$ cat config.mk
export PLATFORM = sky130hd
export DESIGN_NAME = uart_command_line_parser
export DESIGN_NICKNAME = d
export VERILOG_FILES = /design/src/rtl/ucl_pkg.sv /design/src/rtl/ucl_matcher.sv /design/src/rtl/ucl_classifier.sv /design/src/rtl/uart_command_line_parser.sv
export SDC_FILE = /design/constraint.sdc
export NUM_CORES = 1
export LEC_CHECK = 0
export BUFFER_PORTS_ARGS = -buffer_cell sky130_fd_sc_hd__buf_2
export CELL_PAD_IN_SITES_DETAIL_PLACEMENT = 0
export CELL_PAD_IN_SITES_GLOBAL_PLACEMENT = 2
export CORE_UTILIZATION = 37
export DETAILED_ROUTE_END_ITERATION = 7
export MAX_ROUTING_LAYER = met4
export PLACE_DENSITY = 0.85
export SYNTH_ARGS = -nofsm -noshare
export SYNTH_HDL_FRONTEND = slang
export SYNTH_SLANG_ARGS = --single-unit
$ cat constraint.sdc
create_clock -name clk -period 3.7 [get_ports clk]
set_clock_uncertainty 0.1 [all_clocks]
set_input_delay 0.185 -clock clk [delete_from_list [all_inputs] [get_ports clk]]
set_output_delay 0.185 -clock clk [all_outputs]
set_load 0.01 [all_outputs]
$ cat src/rtl/ucl_pkg.sv
package ucl_pkg;

  // Line buffer limits
  localparam int unsigned LINE_CAPACITY = 64;
  localparam int unsigned LEN_W         = $clog2(LINE_CAPACITY);
  localparam logic [LEN_W-1:0] LEN_LAST = LEN_W'(LINE_CAPACITY - 1);

  // Keyword set
  localparam int unsigned KW_COUNT = 9;
  localparam int unsigned KW_IDX_W = $clog2(KW_COUNT);
  localparam int unsigned POS_W    = 4;

  // Special characters
  localparam logic [7:0] CH_CR    = 8'h0D;
  localparam logic [7:0] CH_LF    = 8'h0A;
  localparam logic [7:0] CH_SPACE = 8'h20;
  localparam logic [7:0] CH_HASH  = 8'h23;
  localparam logic [7:0] CH_SLASH = 8'h2F;

  // Result event codes
  typedef enum logic [2:0] {
    EV_NONE     = 3'd0,
    EV_CMD      = 3'd1,
    EV_COMMENT  = 3'd2,
    EV_UNKNOWN  = 3'd3,
    EV_OVERFLOW = 3'd4
  } event_t;

  // Position relative to the first word of the line
  typedef enum logic [1:0] {
    PH_BEFORE = 2'd0,
    PH_IN     = 2'd1,
    PH_AFTER  = 2'd2
  } phase_t;

  // Keyword length
  function automatic logic [POS_W-1:0] kw_len(input logic [KW_IDX_W-1:0] k);
    logic [POS_W-1:0] len;
    case (k)
      4'd0:    len = 4'd5;  // TEMP?
      4'd1:    len = 4'd5;  // PRES?
      4'd2:    len = 4'd4;  // HUM?
      4'd3:    len = 4'd5;  // HELP?
      4'd4:    len = 4'd4;  // MENU
      4'd5:    len = 4'd6;  // REBOOT
      4'd6:    len = 4'd7;  // RESTART
      4'd7:    len = 4'd5;  // BAUD?
      4'd8:    len = 4'd4;  // I2C?
      default: len = 4'd0;
    endcase
    return len;
  endfunction

  // Character p of keyword k, zero past its end
  function automatic logic [7:0] kw_char(input logic [KW_IDX_W-1:0] k,
                                         input logic [2:0] p);
    logic [55:0] txt;
    logic [POS_W-1:0] len;
    int idx;
    case (k)
      4'd0:    txt = 56'("TEMP?");
      4'd1:    txt = 56'("PRES?");
      4'd2:    txt = 56'("HUM?");
      4'd3:    txt = 56'("HELP?");
      4'd4:    txt = 56'("MENU");
      4'd5:    txt = 56'("REBOOT");
      4'd6:    txt = 56'("RESTART");
      4'd7:    txt = 56'("BAUD?");
      4'd8:    txt = 56'("I2C?");
      default: txt = '0;
    endcase
    len = kw_len(k);
    if ({1'b0, p} >= len) begin
      return 8'h00;
    end
    idx = 8 * (int'(len) - 1 - int'(p));
    return txt[idx +: 8];
  endfunction

endpackage

$ cat src/rtl/ucl_matcher.sv
module ucl_matcher
  import ucl_pkg::*;
(
  input  logic [7:0]          ch,
  input  logic [POS_W-1:0]    pos,
  input  logic [KW_COUNT-1:0] cand,
  output logic [KW_COUNT-1:0] cand_next
);

  logic [7:0] up;

  // Fold a-z to upper case only
  always_comb begin
    up = ch;
    if (ch inside {[8'h61:8'h7A]}) begin
      up = ch - 8'h20;
    end
  end

  // Drop every keyword that disagrees at this position
  always_comb begin
    for (int k = 0; k < KW_COUNT; k++) begin
      cand_next[k] = cand[k] && (pos < kw_len(KW_IDX_W'(k))) &&
                     (kw_char(KW_IDX_W'(k), pos[2:0]) == up);
    end
  end

endmodule

$ cat src/rtl/ucl_classifier.sv
module ucl_classifier
  import ucl_pkg::*;
(
  input  logic [7:0]          first_ch,
  input  logic [7:0]          second_ch,
  input  logic                has_second,
  input  phase_t              phase,
  input  logic [POS_W-1:0]    pos,
  input  logic [KW_COUNT-1:0] cand,
  output event_t              ev,
  output logic [3:0]          cmd
);

  logic [KW_COUNT-1:0] hit;
  logic                found;
  logic [3:0]          hit_idx;

  // Keywords that survived and were matched to their full length
  always_comb begin
    for (int k = 0; k < KW_COUNT; k++) begin
      hit[k] = cand[k] && (kw_len(KW_IDX_W'(k)) == pos);
    end
  end

  // Lowest matching keyword wins
  always_comb begin
    found   = 1'b0;
    hit_idx = '0;
    for (int k = KW_COUNT - 1; k >= 0; k--) begin
      if (hit[k]) begin
        found   = 1'b1;
        hit_idx = 4'(k);
      end
    end
  end

  // Line classification at the terminator
  always_comb begin
    ev  = EV_NONE;
    cmd = '0;
    if (first_ch == CH_HASH ||
        (first_ch == CH_SLASH && has_second && second_ch == CH_SLASH)) begin
      ev = EV_COMMENT;
    end else if (phase != PH_BEFORE) begin
      if (found) begin
        ev  = EV_CMD;
        cmd = hit_idx;
      end else begin
        ev = EV_UNKNOWN;
      end
    end
  end

endmodule

$ cat src/rtl/uart_command_line_parser.sv
// UART command line parser.
// Input stream: s_tdata carries one received byte per transfer. Output
// stream: one transfer per input byte, holding the echoed byte, an event
// code and a command code. An event is raised on CR or LF closing a
// non-blank line (command, comment or unknown), or when a byte arrives at
// a full line (overflow, the line is discarded and the byte dropped).
// Only the first two characters and a running match of the first word
// against the nine keywords are kept, so no line buffer exists.
// The result is registered and valid in the cycle after the input transfer.
// Throughput: one byte per cycle while the output is not stalled; the per-byte state update and the
// keyword compare sit between the input handshake and the output register.
// s_tready is high while the output register is empty or being drained, so
// a stalled receiver holds the pending result and back-pressures the input
// after one item.
// Reset (rst, synchronous) empties the output register and starts a new,
// empty line with all keywords as candidates.
module uart_command_line_parser
  import ucl_pkg::*;
(
  input  logic        clk,
  input  logic        rst,
  input  logic        s_tvalid,
  output logic        s_tready,
  input  logic [7:0]  s_tdata,   // [7:0] rx_byte
  output logic        m_tvalid,
  input  logic        m_tready,
  output logic [15:0] m_tdata    // [7:0] echo_byte, [10:8] event_res, [14:11] command, [15] 0
);

  // Line state
  logic [LEN_W-1:0]    line_length, line_length_next;
  logic [7:0]          first_ch, first_ch_next;
  logic [7:0]          second_ch, second_ch_next;
  phase_t              phase, phase_next;
  logic [POS_W-1:0]    pos, pos_next;
  logic [KW_COUNT-1:0] cand, cand_next;

  // Output register
  logic [7:0]          echo_q;
  event_t              ev_q, ev_next;
  logic [3:0]          cmd_q, cmd_next;

  logic                in_xfer;
  logic                is_term;
  logic [KW_COUNT-1:0] cand_match;
  event_t              cls_ev;
  logic [3:0]          cls_cmd;

  assign s_tready = !m_tvalid || m_tready;
  assign in_xfer  = s_tvalid && s_tready;
  assign is_term  = (s_tdata == CH_CR) || (s_tdata == CH_LF);

  ucl_matcher u_matcher (
    .ch        (s_tdata),
    .pos       (pos),
    .cand      (cand),
    .cand_next (cand_match)
  );

  ucl_classifier u_classifier (
    .first_ch   (first_ch),
    .second_ch  (second_ch),
    .has_second (line_length >= LEN_W'(2)),
    .phase      (phase),
    .pos        (pos),
    .cand       (cand),
    .ev         (cls_ev),
    .cmd        (cls_cmd)
  );

  // Per-byte line update
  always_comb begin
    line_length_next = line_length;
    first_ch_next    = first_ch;
    second_ch_next   = second_ch;
    phase_next       = phase;
    pos_next         = pos;
    cand_next        = cand;
    ev_next          = EV_NONE;
    cmd_next         = '0;
    if (is_term) begin
      if (line_length != '0) begin
        ev_next          = cls_ev;
        cmd_next         = cls_cmd;
        line_length_next = '0;
        first_ch_next    = '0;
        second_ch_next   = '0;
        phase_next       = PH_BEFORE;
        pos_next         = '0;
        cand_next        = '1;
      end
    end else if (line_length == LEN_LAST) begin
      ev_next          = EV_OVERFLOW;
      line_length_next = '0;
      first_ch_next    = '0;
      second_ch_next   = '0;
      phase_next       = PH_BEFORE;
      pos_next         = '0;
      cand_next        = '1;
    end else begin
      if (line_length == '0) begin
        first_ch_next  = s_tdata;
        second_ch_next = '0;
      end else if (line_length == LEN_W'(1)) begin
        second_ch_next = s_tdata;
      end
      line_length_next = line_length + LEN_W'(1);
      if (s_tdata == CH_SPACE) begin
        if (phase == PH_IN) begin
          phase_next = PH_AFTER;
        end
      end else if (phase != PH_AFTER) begin
        phase_next = PH_IN;
        cand_next  = cand_match;
        if (pos != '1) begin
          pos_next = pos + POS_W'(1);
        end
      end
    end
  end

  // State and result registers
  always_ff @(posedge clk) begin
    if (rst) begin
      line_length <= '0;
      first_ch    <= '0;
      second_ch   <= '0;
      phase       <= PH_BEFORE;
      pos         <= '0;
      cand        <= '1;
      m_tvalid    <= 1'b0;
    end else begin
      if (in_xfer) begin
        line_length <= line_length_next;
        first_ch    <= first_ch_next;
        second_ch   <= second_ch_next;
        phase       <= phase_next;
        pos         <= pos_next;
        cand        <= cand_next;
        m_tvalid    <= 1'b1;
      end else if (m_tready) begin
        m_tvalid <= 1'b0;
      end
    end
  end

  always_ff @(posedge clk) begin
    if (in_xfer) begin
      echo_q <= s_tdata;
      ev_q   <= ev_next;
      cmd_q  <= cmd_next;
    end
  end

  assign m_tdata = {1'b0, cmd_q, ev_q, echo_q};

  // Every accepted byte shows up as the echo in the next cycle
  a_echo: assert property (@(posedge clk) disable iff (rst)
    in_xfer |=> (m_tvalid && m_tdata[7:0] == $past(s_tdata)))
    else $error("echo does not follow accepted byte");

  // Command code only accompanies a recognized command
  a_cmd_zero: assert property (@(posedge clk) disable iff (rst)
    m_tvalid && (ev_q != EV_CMD) |-> (cmd_q == '0))
    else $error("command code set without command event");

  // Line never grows past capacity minus one
  a_len: assert property (@(posedge clk) disable iff (rst)
    line_length <= LEN_LAST)
    else $error("line length beyond capacity");

  // Terminator always leaves an empty line behind
  a_term_clears: assert property (@(posedge clk) disable iff (rst)
    in_xfer && is_term |=> (line_length == '0 && cand == '1))
    else $error("line state not cleared after terminator");

endmodule
==> metrics.cfg, run 1 <==
[route]
via_per_inst=5.77
first_pass_iters=5
wire_per_inst_um=18.1
via_count=3689
ant_nets=0
drc_errors=0
routed_wl_mm=11.6
drtIter0Drc=309

[global_route]
grt_pass1_wl_mm=18.3
grt_remaining_overflow=0
track_usage_pct=21.9
grt_start_max_net_pins=26
grt_pass1_vias=3384
antenna_found_initial=0

[die]
core_area_sq_um=10300
die_width_um=105
die_h_um=105
fp.dieArea_sq_um=11000
initial_core_util_pct=38.1
rows=37
io_pins=30

[power]
power.share.switching_pct=34.7
powerDensity_nw_per_um2=327
p_int_uw=917
clockPowerShare_pct=24.0
leakagePower_nw=1.60
p_seq_share_pct=46.7
p_comb_share_pct=29.2
ir_worst_vdd_v=0.000191
net-switching-power_uw=487

[worst_setup_path]
start_kind=flip-flop
crit_fanout=22
crit_chain=buf_4 > ha_1 > ha_1 > nor2b_1 > a2111oi_0 > xnor2_1 > and4_1 > nand3_1 > o31ai_1
ff2ff_setup_slack_ns=0.60
end_kind=flip-flop
cp_common_cell=ha_1
reg2reg_to=cand[6]
cp.required_ns=3.83
r2r_start=pos[0]
rr_worst_depth=9
critical_path_class=flip-flop to flip-flop
critPathArrivalTime_ns=3.22
max_stage_delay_ns=0.69
cp_slowest_cell=dfxtp_1

[finish]
area_growth_pct=9.46
postLayoutCellArea_sq_um=4300
num_antenna_cells=0
nets=533
fin_cells=639
n_fill_cell=1063
drive_gt1_share_pct=15.1

[placement]
io_buffers=28
placed_area_sq_um=4200
dp_cells=630
place.gp.congestion=0.832
dp_hpwl_mm=8.35

[synth]
synth_compound_area_share_pct=24.7
synth_xor_area_share_pct=6.02
synth_mux_area_share_pct=2.10
synth_simple_gate_area_share_pct=24.2
yosysWarnings=0
async_flop_share_pct=0
syn_avg_cell_area_sq_um=8.13
syn_inst=483
yosysSeqAreaShare_pct=30.8
syn_area_sq_um=3930
synth_top_family_by_area=compound AO/OA/AOI/OAI gates
synth_fa_ha_area_share_pct=6.31
synth_flop_cell=dfxtp_1
synth_edf_count=15
syn_nets=514
yosys_register_bits=53
synth.distinct_cells=72

[timing]
hold_viol=0
worstMarginPinSlew_ns=1.03
setup_tns_ns=0
rsz0062_at_grt=false
fmax_mhz=323
drv_slew=0
finalSetupViolations=0
period_needed_ns=3.10
maxSlewHeadroom_pct=30.7
finalCritPeriodShare_pct=83.7
holdWs_ns=0.0844

[cts]
clkSinkCount=53
insertion_delay_ns=0.31
cts_buffer_depth=2
numCtsBuffers=5
cts_tree=yes
cts.clk_slew.worst_paths_ns=0.10
root_buffer=clkbuf_8
cts.repair.resized=0
cts-htree-levels=2

[flow_run]
drv_cap=0

[min_path]
hold_depth=3
hp-class=input pin to flip-flop
worstHoldStart=m_tready
hold_path_end=m_tvalid

[run_status]
status=finished, final reports clean

==> layout by cell type (no fill, tap or decap), drive strengths merged, types with 3 or more instances in the layout <==
cell | Yosys | routed
a2111oi | 5 | 5
a211oi | 7 | 7
a21oi | 50 | 50
a22oi | 3 | 3
a31oi | 4 | 4
and3 | 5 | 5
buf | 19 | 43
clkbuf | 13 | 6
dfxtp | 38 | 38
edfxtp | 15 | 15
ha | 19 | 19
inv | 18 | 19
mux2i | 6 | 6
nand2 | 34 | 34
nand2b | 11 | 11
nand3 | 28 | 28
nand4 | 7 | 7
nor2 | 46 | 46
nor2b | 7 | 7
nor3 | 12 | 12
nor3b | 3 | 3
nor4 | 12 | 12
o2111ai | 5 | 5
o211ai | 3 | 3
o21ai | 26 | 26
o22ai | 6 | 6
o31ai | 8 | 8
o41ai | 5 | 5
or3 | 3 | 3
xnor2 | 20 | 20
xor2 | 7 | 7
==> layer usage <==
metal | share of wire (%) | up-vias | wire, um | global-route usage [%]
met2 | 46 | 101 | 5290 | 34.0
met3 | 4.4 | 18 | 510 | 2.25
met4 | 1.2 | 0 | 141 | 5.03
li1 | - | 1811 | - | -
met5 | 0 | - | 0 | -
met1 | 49 | 1759 | 5630 | 30.6
==> what timing repair did <==
item / CTS / global route
hold buffers: 0 / 1
hold endpoints to repair: 0 / 1
setup buffers: 0 / 0
==> synth_stat cells (all sizes together), types with 2 or more instances <==
| master | instances | area, sq um |
|---|---|---|
| a32oi | 2 | 17.5 |
| nand2 | 34 | 130 |
| mux2 | 2 | 22.5 |
| a21oi | 50 | 280 |
| a2111oi | 5 | 43.8 |
| a211oi | 7 | 52.6 |
| nor4bb | 2 | 20.0 |
| o21ai | 26 | 138 |
| nor2b | 7 | 43.8 |
| dfxtp | 38 | 761 |
| or3 | 3 | 18.8 |
| o2111ai | 5 | 50.0 |
| nand4 | 7 | 43.8 |
| inv | 18 | 67.6 |
| edfxtp | 15 | 450 |
| o211ai | 3 | 22.5 |
| buf | 19 | 100 |
| nor2 | 46 | 173 |
| a41oi | 2 | 17.5 |
| o41ai | 5 | 66.3 |
| o31ai | 8 | 60.1 |
| nor4 | 12 | 81.3 |
| or4 | 2 | 18.8 |
| a31o | 2 | 17.5 |
| nand2b | 11 | 68.8 |
| xnor2 | 20 | 175 |
| o32a | 2 | 20.0 |
| nor3 | 12 | 60.1 |
| nor3b | 3 | 22.5 |
| a22oi | 3 | 22.5 |
| clkinv | 2 | 7.51 |
| nand4b | 2 | 17.5 |
| clkbuf | 13 | 48.8 |
| nand3 | 28 | 150 |
| mux2i | 6 | 60.1 |
| o21a | 2 | 15.0 |
| o22ai | 6 | 37.5 |
| and3 | 5 | 31.3 |
| ha | 19 | 238 |
| and2 | 2 | 12.5 |
| or2 | 2 | 12.5 |
| a31oi | 4 | 31.3 |
| xor2 | 7 | 61.3 |
==> stage by stage <==
stage | util, % | setup WS, ns | power [mW]
4_1_cts | 41.6 | 0.606 | 1.41
3_5_place_dp | 40.7 | 0.646 | 1.08
3_3_place_gp | 40.7 | 0.624 | 1.07
5_1_grt | 41.7 | 0.298 | 1.48
6_report | 41.7 | 0.605 | 1.40
2_1_floorplan | - | 1.01 | 0.967
==> worst max path at each step <==
| stage | end | cells past startpoint | slack (ns) | startpoint |
|---|---|---|---|---|
| after floorplan | cand[0] | 10 | 1.01 | pos[0] |
| after global placement | cmd_q[3] | 8 | 0.62 | pos[0] |
| after detailed placement | cmd_q[3] | 8 | 0.65 | pos[0] |
| after CTS | cmd_q[3] | 8 | 0.61 | pos[0] |
| after global routing | cmd_q[3] | 8 | 0.30 | pos[0] |
| final | cand[6] | 9 | 0.60 | pos[0] |
==> cells by family (layout without fill, tap and decap cells) <==
kind of cell	count (synthesis)	count (layout)
other cells	1	1
compound gates	139	139
mux	8	8
fa+ha+maj	20	20
buf+inv	52	72
simple gates	183	183
flops	53	53
xor+xnor	27	27
==> sequential cells by signal, indices dropped and copies added (netlist names) <==
signal       cells
cand             9
echo_q           8
first_ch         8
second_ch        8
line_length      6
cmd_q            4
pos              4
ev_q             3
phase            2
m_tvalid         1
==> layout make-up <==
class / instances / area (sq um) / area share [%]
clock buffer: 6 / 73.8 / 1.72
clock inverter: 2 / 13.8 / 0.320
inverter: 20 / 75.1 / 1.75
multi-input combinational: 378 / 2490 / 58.0
sequential: 53 / 1210 / 28.2
tap: 136 / 170 / 3.96
timing repair buffer: 44 / 263 / 6.11
==> critical path, delay by kind of cell (launching register included) <==
kind	cells	cell delay, ns
simple gates	3	0.44
compound gates	2	0.71
xor+xnor	1	0.17
buf+inv	1	0.35
fa+ha+maj	2	0.54
flops	1	0.69
==> power groups by stage <==
stage / combinational (mW) / clock [mW] / sequential [mW]
4_1_cts: 0.409 / 0.346 / 0.656
3_5_place_dp: 0.407 / 0 / 0.669
6_report: 0.410 / 0.338 / 0.656
3_3_place_gp: 0.405 / 0 / 0.669
2_1_floorplan: 0.303 / 0 / 0.664
5_1_grt: 0.453 / 0.367 / 0.661
(Power assumes the default switching activity.)
==> inputs of run 2 (changes only) <==
- ABC_AREA: not set -> 1
- CORE_UTILIZATION: 37 -> 34
- PLACE_DENSITY: 0.85 -> 0.84
- clock period: 3.7 -> 2.9 ns (I/O delays scaled with it)
==> run 2 against run 1 <==
  * Flip-flop and latch count unchanged
  * Synthesized cell count up 28%
  * Power up 57%
  * Maximum frequency up 22%
  * Critical path depth up 5
  * Area after synthesis up 5.6%
  * Combinational power up 63%
  * Global-route usage down 0.22 points
  * Via count up 8.1%
  * Sequential share of layout area down 1.6 points
==> metrics.cfg, run 2 <==
[run_status]
status=finished, final reports clean  ; unchanged

[worst_setup_path]
start_kind=flip-flop  ; unchanged
crit_fanout=9  ; was 22
critical_path_class=flip-flop to flip-flop  ; unchanged
rr_worst_depth=14  ; was 9
r2r_start=pos[1]  ; was pos[0]
cp-startpoint=pos[1]  ; was pos[0]
path_buf_inv=2  ; was 1
cp_slowest_cell=dfxtp_1  ; unchanged
end_kind=flip-flop  ; unchanged
max_stage_delay_ns=0.50  ; was 0.69 ns
cp.required_ns=3.04  ; was 3.83 ns
cp_top_family=simple AND/OR/NAND/NOR gates  ; was compound AO/OA/AOI/OAI gates
crit_chain=inv_1 > ha_1 > ha_1 > nor2_4 > inv_1 > a21oi_1 > nand3_1 > o21ai_0 > nand3_1 > nor2_1 > nand3_1 > nand2_1 > nand2_1 > nand2_1  ; was buf_4 > ha_1 > ha_1 > nor2b_1 > a2111oi_0 > xnor2_1 > and4_1 > nand3_1 > o31ai_1
cp_num_cells=14  ; was 9
critPathArrivalTime_ns=2.67  ; was 3.22 ns

[placement]
dp_hpwl_mm=9.53  ; was 8.35 mm
io_buffers=28  ; unchanged
dp_cells=779  ; was 630
place_ws_ns=0.416  ; was 0.646 ns
placed_area_sq_um=4390  ; was 4200 sq um
place.gp.congestion=0.942  ; was 0.832

[synth]
async_flop_share_pct=0  ; unchanged
synth_mux_area_share_pct=0  ; was 2.10%
yosysMostFrequentCell=nand2_1
yosys.area.top_type=dfxtp_1  ; unchanged
synth_area_leaders=dfxtp_1 18%, nand2_1 16%, edfxtp_1 11%  ; was dfxtp_1 19%, edfxtp_1 11%, ha_1 6.1%
synth_fa_ha_area_share_pct=5.73  ; was 6.31%
synth_edf_count=15  ; unchanged
yosys_register_bits=53  ; unchanged
synth_compound_area_share_pct=11.1  ; was 24.7%
synth_simple_gate_area_share_pct=40.5  ; was 24.2%
yosysSeqAreaShare_pct=29.2  ; was 30.8%
yosysWarnings=0  ; unchanged
synth.distinct_cells=43  ; was 72
synth_xor_area_share_pct=3.59  ; was 6.02%
netlist.area_leader.share_pct=18.3  ; was 19.4%
syn_area_sq_um=4150  ; was 3930 sq um
syn_avg_cell_area_sq_um=6.72  ; was 8.13 sq um
syn_inst=617  ; was 483
yosys-top-cells-count=179 x nand2_1, 76 x nor2_1, 57 x inv_1  ; was 46 x a21oi_1, 46 x nor2_1, 38 x dfxtp_1
synth_top_family_by_area=simple AND/OR/NAND/NOR gates  ; was compound AO/OA/AOI/OAI gates
synth_flop_cell=dfxtp_1  ; unchanged
syn_nets=648  ; was 514

[power]
ir_worst_vdd_v=0.000217  ; was 0.000191 V
powerDensity_nw_per_um2=483  ; was 327 nW/um^2
leakagePower_nw=2.16  ; was 1.60 nW

[finish]
postLayoutCellArea_sq_um=4560  ; was 4300 sq um
final_common_cell=nand2_1
nets=674  ; was 533
drive_gt1_share_pct=14.0  ; was 15.1%
num_antenna_cells=0  ; unchanged
largest_register_ffs=9  ; unchanged
final_cell_mix=179 x nand2_1, 76 x nor2_1, 57 x inv_1  ; was 46 x nor2_1, 46 x a21oi_1, 38 x dfxtp_1
fin_cells=787  ; was 639
regMostFlops=cand  ; unchanged
area_growth_pct=9.99  ; was 9.46%

[route]
via_count=3988  ; was 3689
wire_per_inst_um=16.1  ; was 18.1 um
via_per_inst=5.07  ; was 5.77
drtIter0Drc=218  ; was 309
ant_nets=0  ; unchanged
first_pass_iters=4  ; was 5
routed_wl_mm=12.7  ; was 11.6 mm
drc_errors=0  ; unchanged

[die]
initial_core_util_pct=35.6  ; was 38.1%
fp.dieArea_sq_um=12600  ; was 11000 sq um
core_area_sq_um=11700  ; was 10300 sq um
die_width_um=112  ; was 105 um
rows=39  ; was 37
die_h_um=112  ; was 105 um
io_pins=30  ; unchanged

[global_route]
grt_pass1_wl_mm=20.3  ; was 18.3 mm
grt_remaining_overflow=0  ; unchanged
grt_start_max_net_pins=20  ; was 26
track_usage_pct=21.7  ; was 21.9%
antenna_found_initial=0  ; unchanged
grt_pass1_vias=3743  ; was 3384

[cts]
cts.repair.resized=0  ; unchanged
cts-htree-levels=2  ; unchanged
cts_buffer_depth=2  ; unchanged
cts.clk_slew.worst_paths_ns=0.07  ; was 0.10 ns
hold_buffers=0  ; unchanged
clkSinkCount=53  ; unchanged
insertion_delay_ns=0.30  ; was 0.31 ns
cts_setup_buffers=0  ; unchanged
numCtsBuffers=5  ; unchanged
cts_tree=yes  ; unchanged
root_buffer=clkbuf_16  ; was clkbuf_8

[timing]
fmax_mhz=396  ; was 323 MHz
rsz0062_at_grt=false  ; unchanged
maxSlewHeadroom_pct=65.3  ; was 30.7%
finalSetupViolations=0  ; unchanged
holdWs_ns=0.0295  ; was 0.0844 ns
drv_slew=0  ; unchanged
period_needed_ns=2.53  ; was 3.10 ns
setup_tns_ns=0  ; unchanged
finalCritPeriodShare_pct=87.2  ; was 83.7%
worst_slack_ns=0.372  ; was 0.605 ns
worstMarginPinSlew_ns=0.520  ; was 1.03 ns
hold_viol=0  ; unchanged

[min_path]
hp-class=input pin to flip-flop  ; unchanged
worstHoldStart=s_tvalid  ; was m_tready
hold_depth=3  ; unchanged

[flow_run]
drv_cap=0  ; unchanged

==> run 2: changes by cell type in the layout (fill, tap and decap cells not counted), moves of 12 or more <==
cell | previous run | this run
xnor2_1 | 20 | 0
nand4_1 | 7 | 23
nand3_1 | 26 | 44
a21oi_1 | 46 | 34
nor2_1 | 46 | 76
inv_1 | 17 | 57
nand2_1 | 33 | 179
==> run 2: final cells by class <==
class                   count  area, sq um
clock inverters             1         6.26
fillers                  1246         7100
clock buffers               7          164
inverters                  70          273
flip-flops and latches     53         1210
multi-input cells         478         2540
repair buffers             35          193
well taps                 143          179
==> run 2: power by group <==
part           leakage (nW)  switching [mW]  internal [mW]
clock network        0.0856           0.285          0.398
logic                  1.61           0.451          0.217
registers             0.462          0.0389          0.814
==> run 2: final timing paths <==
check             end  slack, ns
min reg2reg   cand[2]       0.35
min          m_tvalid       0.03
max reg2reg   cand[2]       0.37
max           cand[2]       0.37
==> run 2: per-stage QoR <==
step / utilization [%] / power [mW]
finish: 39.1 / 2.20
global route: 39.1 / 2.35
CTS: 39.1 / 2.22
detailed placement: 37.7 / 1.53
global placement: 37.7 / 1.53
floorplan: - / 1.37
==> run 2: routing by layer <==
metal	share of wire [%]	vias to the layer above	GRT usage (%)	wire (um)
met2	43	89	33.3	5480
li1	-	2049	-	-
met3	4.0	18	3.02	505
met5	0	-	-	0
met1	51	1832	29.6	6490
met4	1.5	0	6.13	186
==> run 2: kinds of logic (layout without fill, tap and decap cells) <==
kind of cell | Yosys count | after routing
AOI/OAI and AO/OA | 80 | 80
DFF | 53 | 53
xor gates and xnor gates | 17 | 17
adders and majority gates | 19 | 19
buffers and inverters | 86 | 113
and+or+nand+nor | 361 | 361
other | 1 | 1
==> run 2: worst register-to-register path, stage by stage (launching register included) <==
cell and delay, ns:
dfxtp_1 0.50, inv_1 0.10, ha_1 0.29, ha_1 0.24, nor2_4 0.17, inv_1 0.11
a21oi_1 0.26, nand3_1 0.10, o21ai_0 0.10, nand3_1 0.10, nor2_1 0.11, nand3_1 0.10
nand2_1 0.08, nand2_1 0.05, nand2_1 0.04
==> inputs of run 3 (changes only) <==
- CORE_UTILIZATION: 34 -> 30
- PLACE_DENSITY: 0.84 -> 0.76
- REMOVE_ABC_BUFFERS: not set -> 1
==> run 3 against run 2 <==
  * Critical path depth unchanged
  * Worst hold slack improved by 0.014 ns
  * Clock-buffer cell count stayed put
  * Non-clock buffer count down 1
  * Flip-flop and latch count stayed put
  * Combinational power fell by 1%
  * Final area is 0.77% higher
  * Register-to-register slack got worse by 0.09 ns
  * Largest power group unchanged
==> metrics.cfg, run 3 (synthesized netlist as in run 2, its figures left out) <==
[run_status]
status=finished, final reports clean  ; unchanged

[timing]
finalCritPeriodShare_pct=90.2  ; was 87.2%
finalSetupViolations=0  ; unchanged
worst_slack_ns=0.284  ; was 0.372 ns
rsz0062_at_grt=false  ; unchanged
setup_tns_ns=0  ; unchanged
period_needed_ns=2.62  ; was 2.53 ns
drv_slew=0  ; unchanged
worstMarginPinSlew_ns=0.513  ; was 0.520 ns
hold_viol=0  ; unchanged
maxSlewHeadroom_pct=65.8  ; was 65.3%
fmax_mhz=382  ; was 396 MHz

[worst_setup_path]
cp.required_ns=3.04  ; about the same
ff2ff_setup_slack_ns=0.28  ; was 0.37 ns
end_kind=flip-flop  ; unchanged
critPathArrivalTime_ns=2.75  ; was 2.67 ns
crit_chain=inv_2 > ha_1 > ha_1 > nor2_4 > inv_1 > a21oi_1 > nand3_1 > o21ai_0 > nand3_1 > nor2_1 > nand3_1 > nand2_1 > nand2_1 > nand2_1  ; was inv_1 > ha_1 > ha_1 > nor2_4 > inv_1 > a21oi_1 > nand3_1 > o21ai_0 > nand3_1 > nor2_1 > nand3_1 > nand2_1 > nand2_1 > nand2_1
critical_path_class=flip-flop to flip-flop  ; unchanged
cp_slowest_cell=dfxtp_1  ; unchanged
reg2reg_to=cand[2]  ; unchanged
r2r_start=pos[0]  ; was pos[1]
rr_worst_depth=14  ; unchanged
start_kind=flip-flop  ; unchanged
crit_fanout=10  ; was 9
max_stage_delay_ns=0.60  ; was 0.50 ns

[cts]
cts-htree-levels=2  ; unchanged
insertion_delay_ns=0.29  ; was 0.30 ns
hold_buffers=0  ; unchanged
numCtsBuffers=5  ; unchanged
cts.clk_slew.worst_paths_ns=0.07  ; about the same
root_buffer=clkbuf_16  ; unchanged
cts_buffer_depth=2  ; unchanged
cts_tree=yes  ; unchanged
clkSinkCount=53  ; unchanged

[placement]
place.gp.congestion=0.855  ; was 0.942
place_ws_ns=0.181  ; was 0.416 ns
io_buffers=28  ; unchanged
dp_hpwl_mm=9.47  ; was 9.53 mm
placed_area_sq_um=4430  ; was 4390 sq um
dp_cells=811  ; was 779

[global_route]
grt_start_max_net_pins=21  ; was 20
grt_remaining_overflow=0  ; unchanged
grt_pass1_wl_mm=20.3  ; about the same
track_usage_pct=18.9  ; was 21.7%
antenna_found_initial=0  ; unchanged
grt_pass1_vias=3733  ; was 3743

[route]
wire_per_inst_um=15.3  ; was 16.1 um
routed_wl_mm=12.6  ; was 12.7 mm
drtIter0Drc=218  ; unchanged
ant_nets=0  ; unchanged
via_count=3974  ; was 3988
routed-wl-met2_mm=5.50  ; was 5.48 mm
top_layer_used=met4  ; unchanged
first_pass_iters=6  ; was 4
via_per_inst=4.85  ; was 5.07
drt-met1-wl_mm=6.26  ; was 6.49 mm
drc_errors=0  ; unchanged
wl_met3_um=576  ; was 505 um

[die]
die_width_um=120  ; was 112 um
fp.dieArea_sq_um=14300  ; was 12600 sq um
die_h_um=120  ; was 112 um
io_pins=30  ; unchanged
initial_core_util_pct=31.1  ; was 35.6%
core_area_sq_um=13300  ; was 11700 sq um
rows=42  ; was 39

[flow_run]
drv_cap=0  ; unchanged

[power]
clockPowerShare_pct=30.6  ; was 31.0%
p_seq_share_pct=39.2  ; was 38.7%
leakagePower_nw=2.15  ; was 2.16 nW
net-switching-power_uw=761  ; was 775 uW
power.share.switching_pct=34.8  ; was 35.2%
powerDensity_nw_per_um2=476  ; was 483 nW/um^2
p_comb_share_pct=30.2  ; was 30.3%
p_int_mw=1.43  ; about the same
ir_worst_vdd_v=0.000228  ; was 0.000217 V

[finish]
regMostFlops=cand  ; unchanged
num_antenna_cells=0  ; unchanged
postLayoutCellArea_sq_um=4600  ; was 4560 sq um
final_common_cell=nand2_1  ; unchanged
largest_register_ffs=9  ; unchanged
drive_gt1_share_pct=14.0  ; about the same
fin_cells=819  ; was 787
final_cell_mix=179 x nand2_1, 76 x nor2_1, 57 x inv_1  ; unchanged
area_growth_pct=10.8  ; was 9.99%
final_util_pct=34.4  ; was 39.1%
n_fill_cell=1458  ; was 1246
nets=673  ; was 674

[min_path]
hold_path_end=m_tvalid  ; unchanged
hold_depth=3  ; unchanged
worstHoldStart=s_tvalid  ; unchanged
hp-class=input pin to flip-flop  ; unchanged

==> run 3: worst max-delay path by stage <==
stage / from / to / cells after the start
after floorplan: m_tvalid / cand[7] / 6
after global placement: pos[1] / cand[2] / 14
after detailed placement: pos[1] / cand[2] / 14
after CTS: pos[1] / cand[2] / 14
after global routing: pos[0] / cand[2] / 14
final: pos[0] / cand[2] / 14
==> run 3: layer usage <==
layer,track usage (%),vias up
li1,-,2041
met1,26.3,1812
met2,28.5,103
met3,2.61,18
met4,5.00,0
met5,-,-
==> run 3: power by group through the flow <==
stage / Combinational (mW) / Sequential [mW] / Clock (mW)
after floorplan: 0.470 / 0.868 / 0
after global placement: 0.660 / 0.872 / 0
after detailed placement: 0.658 / 0.874 / 0
after CTS: 0.662 / 0.857 / 0.688
after global routing: 0.747 / 0.865 / 0.722
final: 0.661 / 0.858 / 0.670
==> run 3: critical path: cells and delay by family (launching register included) <==
| kind | cells | cell delay, ns |
|---|---|---|
| adder cells (fa/ha/maj) | 2 | 0.53 |
| AO/OA/AOI/OAI | 2 | 0.39 |
| buffers and inverters | 2 | 0.18 |
| AND/OR/NAND/NOR | 8 | 0.76 |
| flip-flops | 1 | 0.60 |
==> run 3: layout make-up <==
class / instances / area, sq um / share of cell area (%)
inverter: 70 / 273 / 5.93
clock buffer: 7 / 164 / 3.57
tap: 176 / 220 / 4.79
multi-input combinational: 478 / 2540 / 55.2
timing repair buffer: 34 / 185 / 4.03
clock inverter: 1 / 6.26 / 0.136
sequential: 53 / 1210 / 26.4
==> run 3: what timing repair did <==
item                       in CTS  in global routing
setup endpoints to repair       0                  2
setup buffers                   0                  0
gates resized for setup         0                  1
==> run 3: metrics by stage <==
step / power [mW] / hold WS [ns]
final: 2.19 / 0.0438
after global routing: 2.33 / 0.0452
after CTS: 2.21 / 0.0440
after detailed placement: 1.53 / 0.339
after global placement: 1.53 / 0.326
after floorplan: 1.34 / 0.114
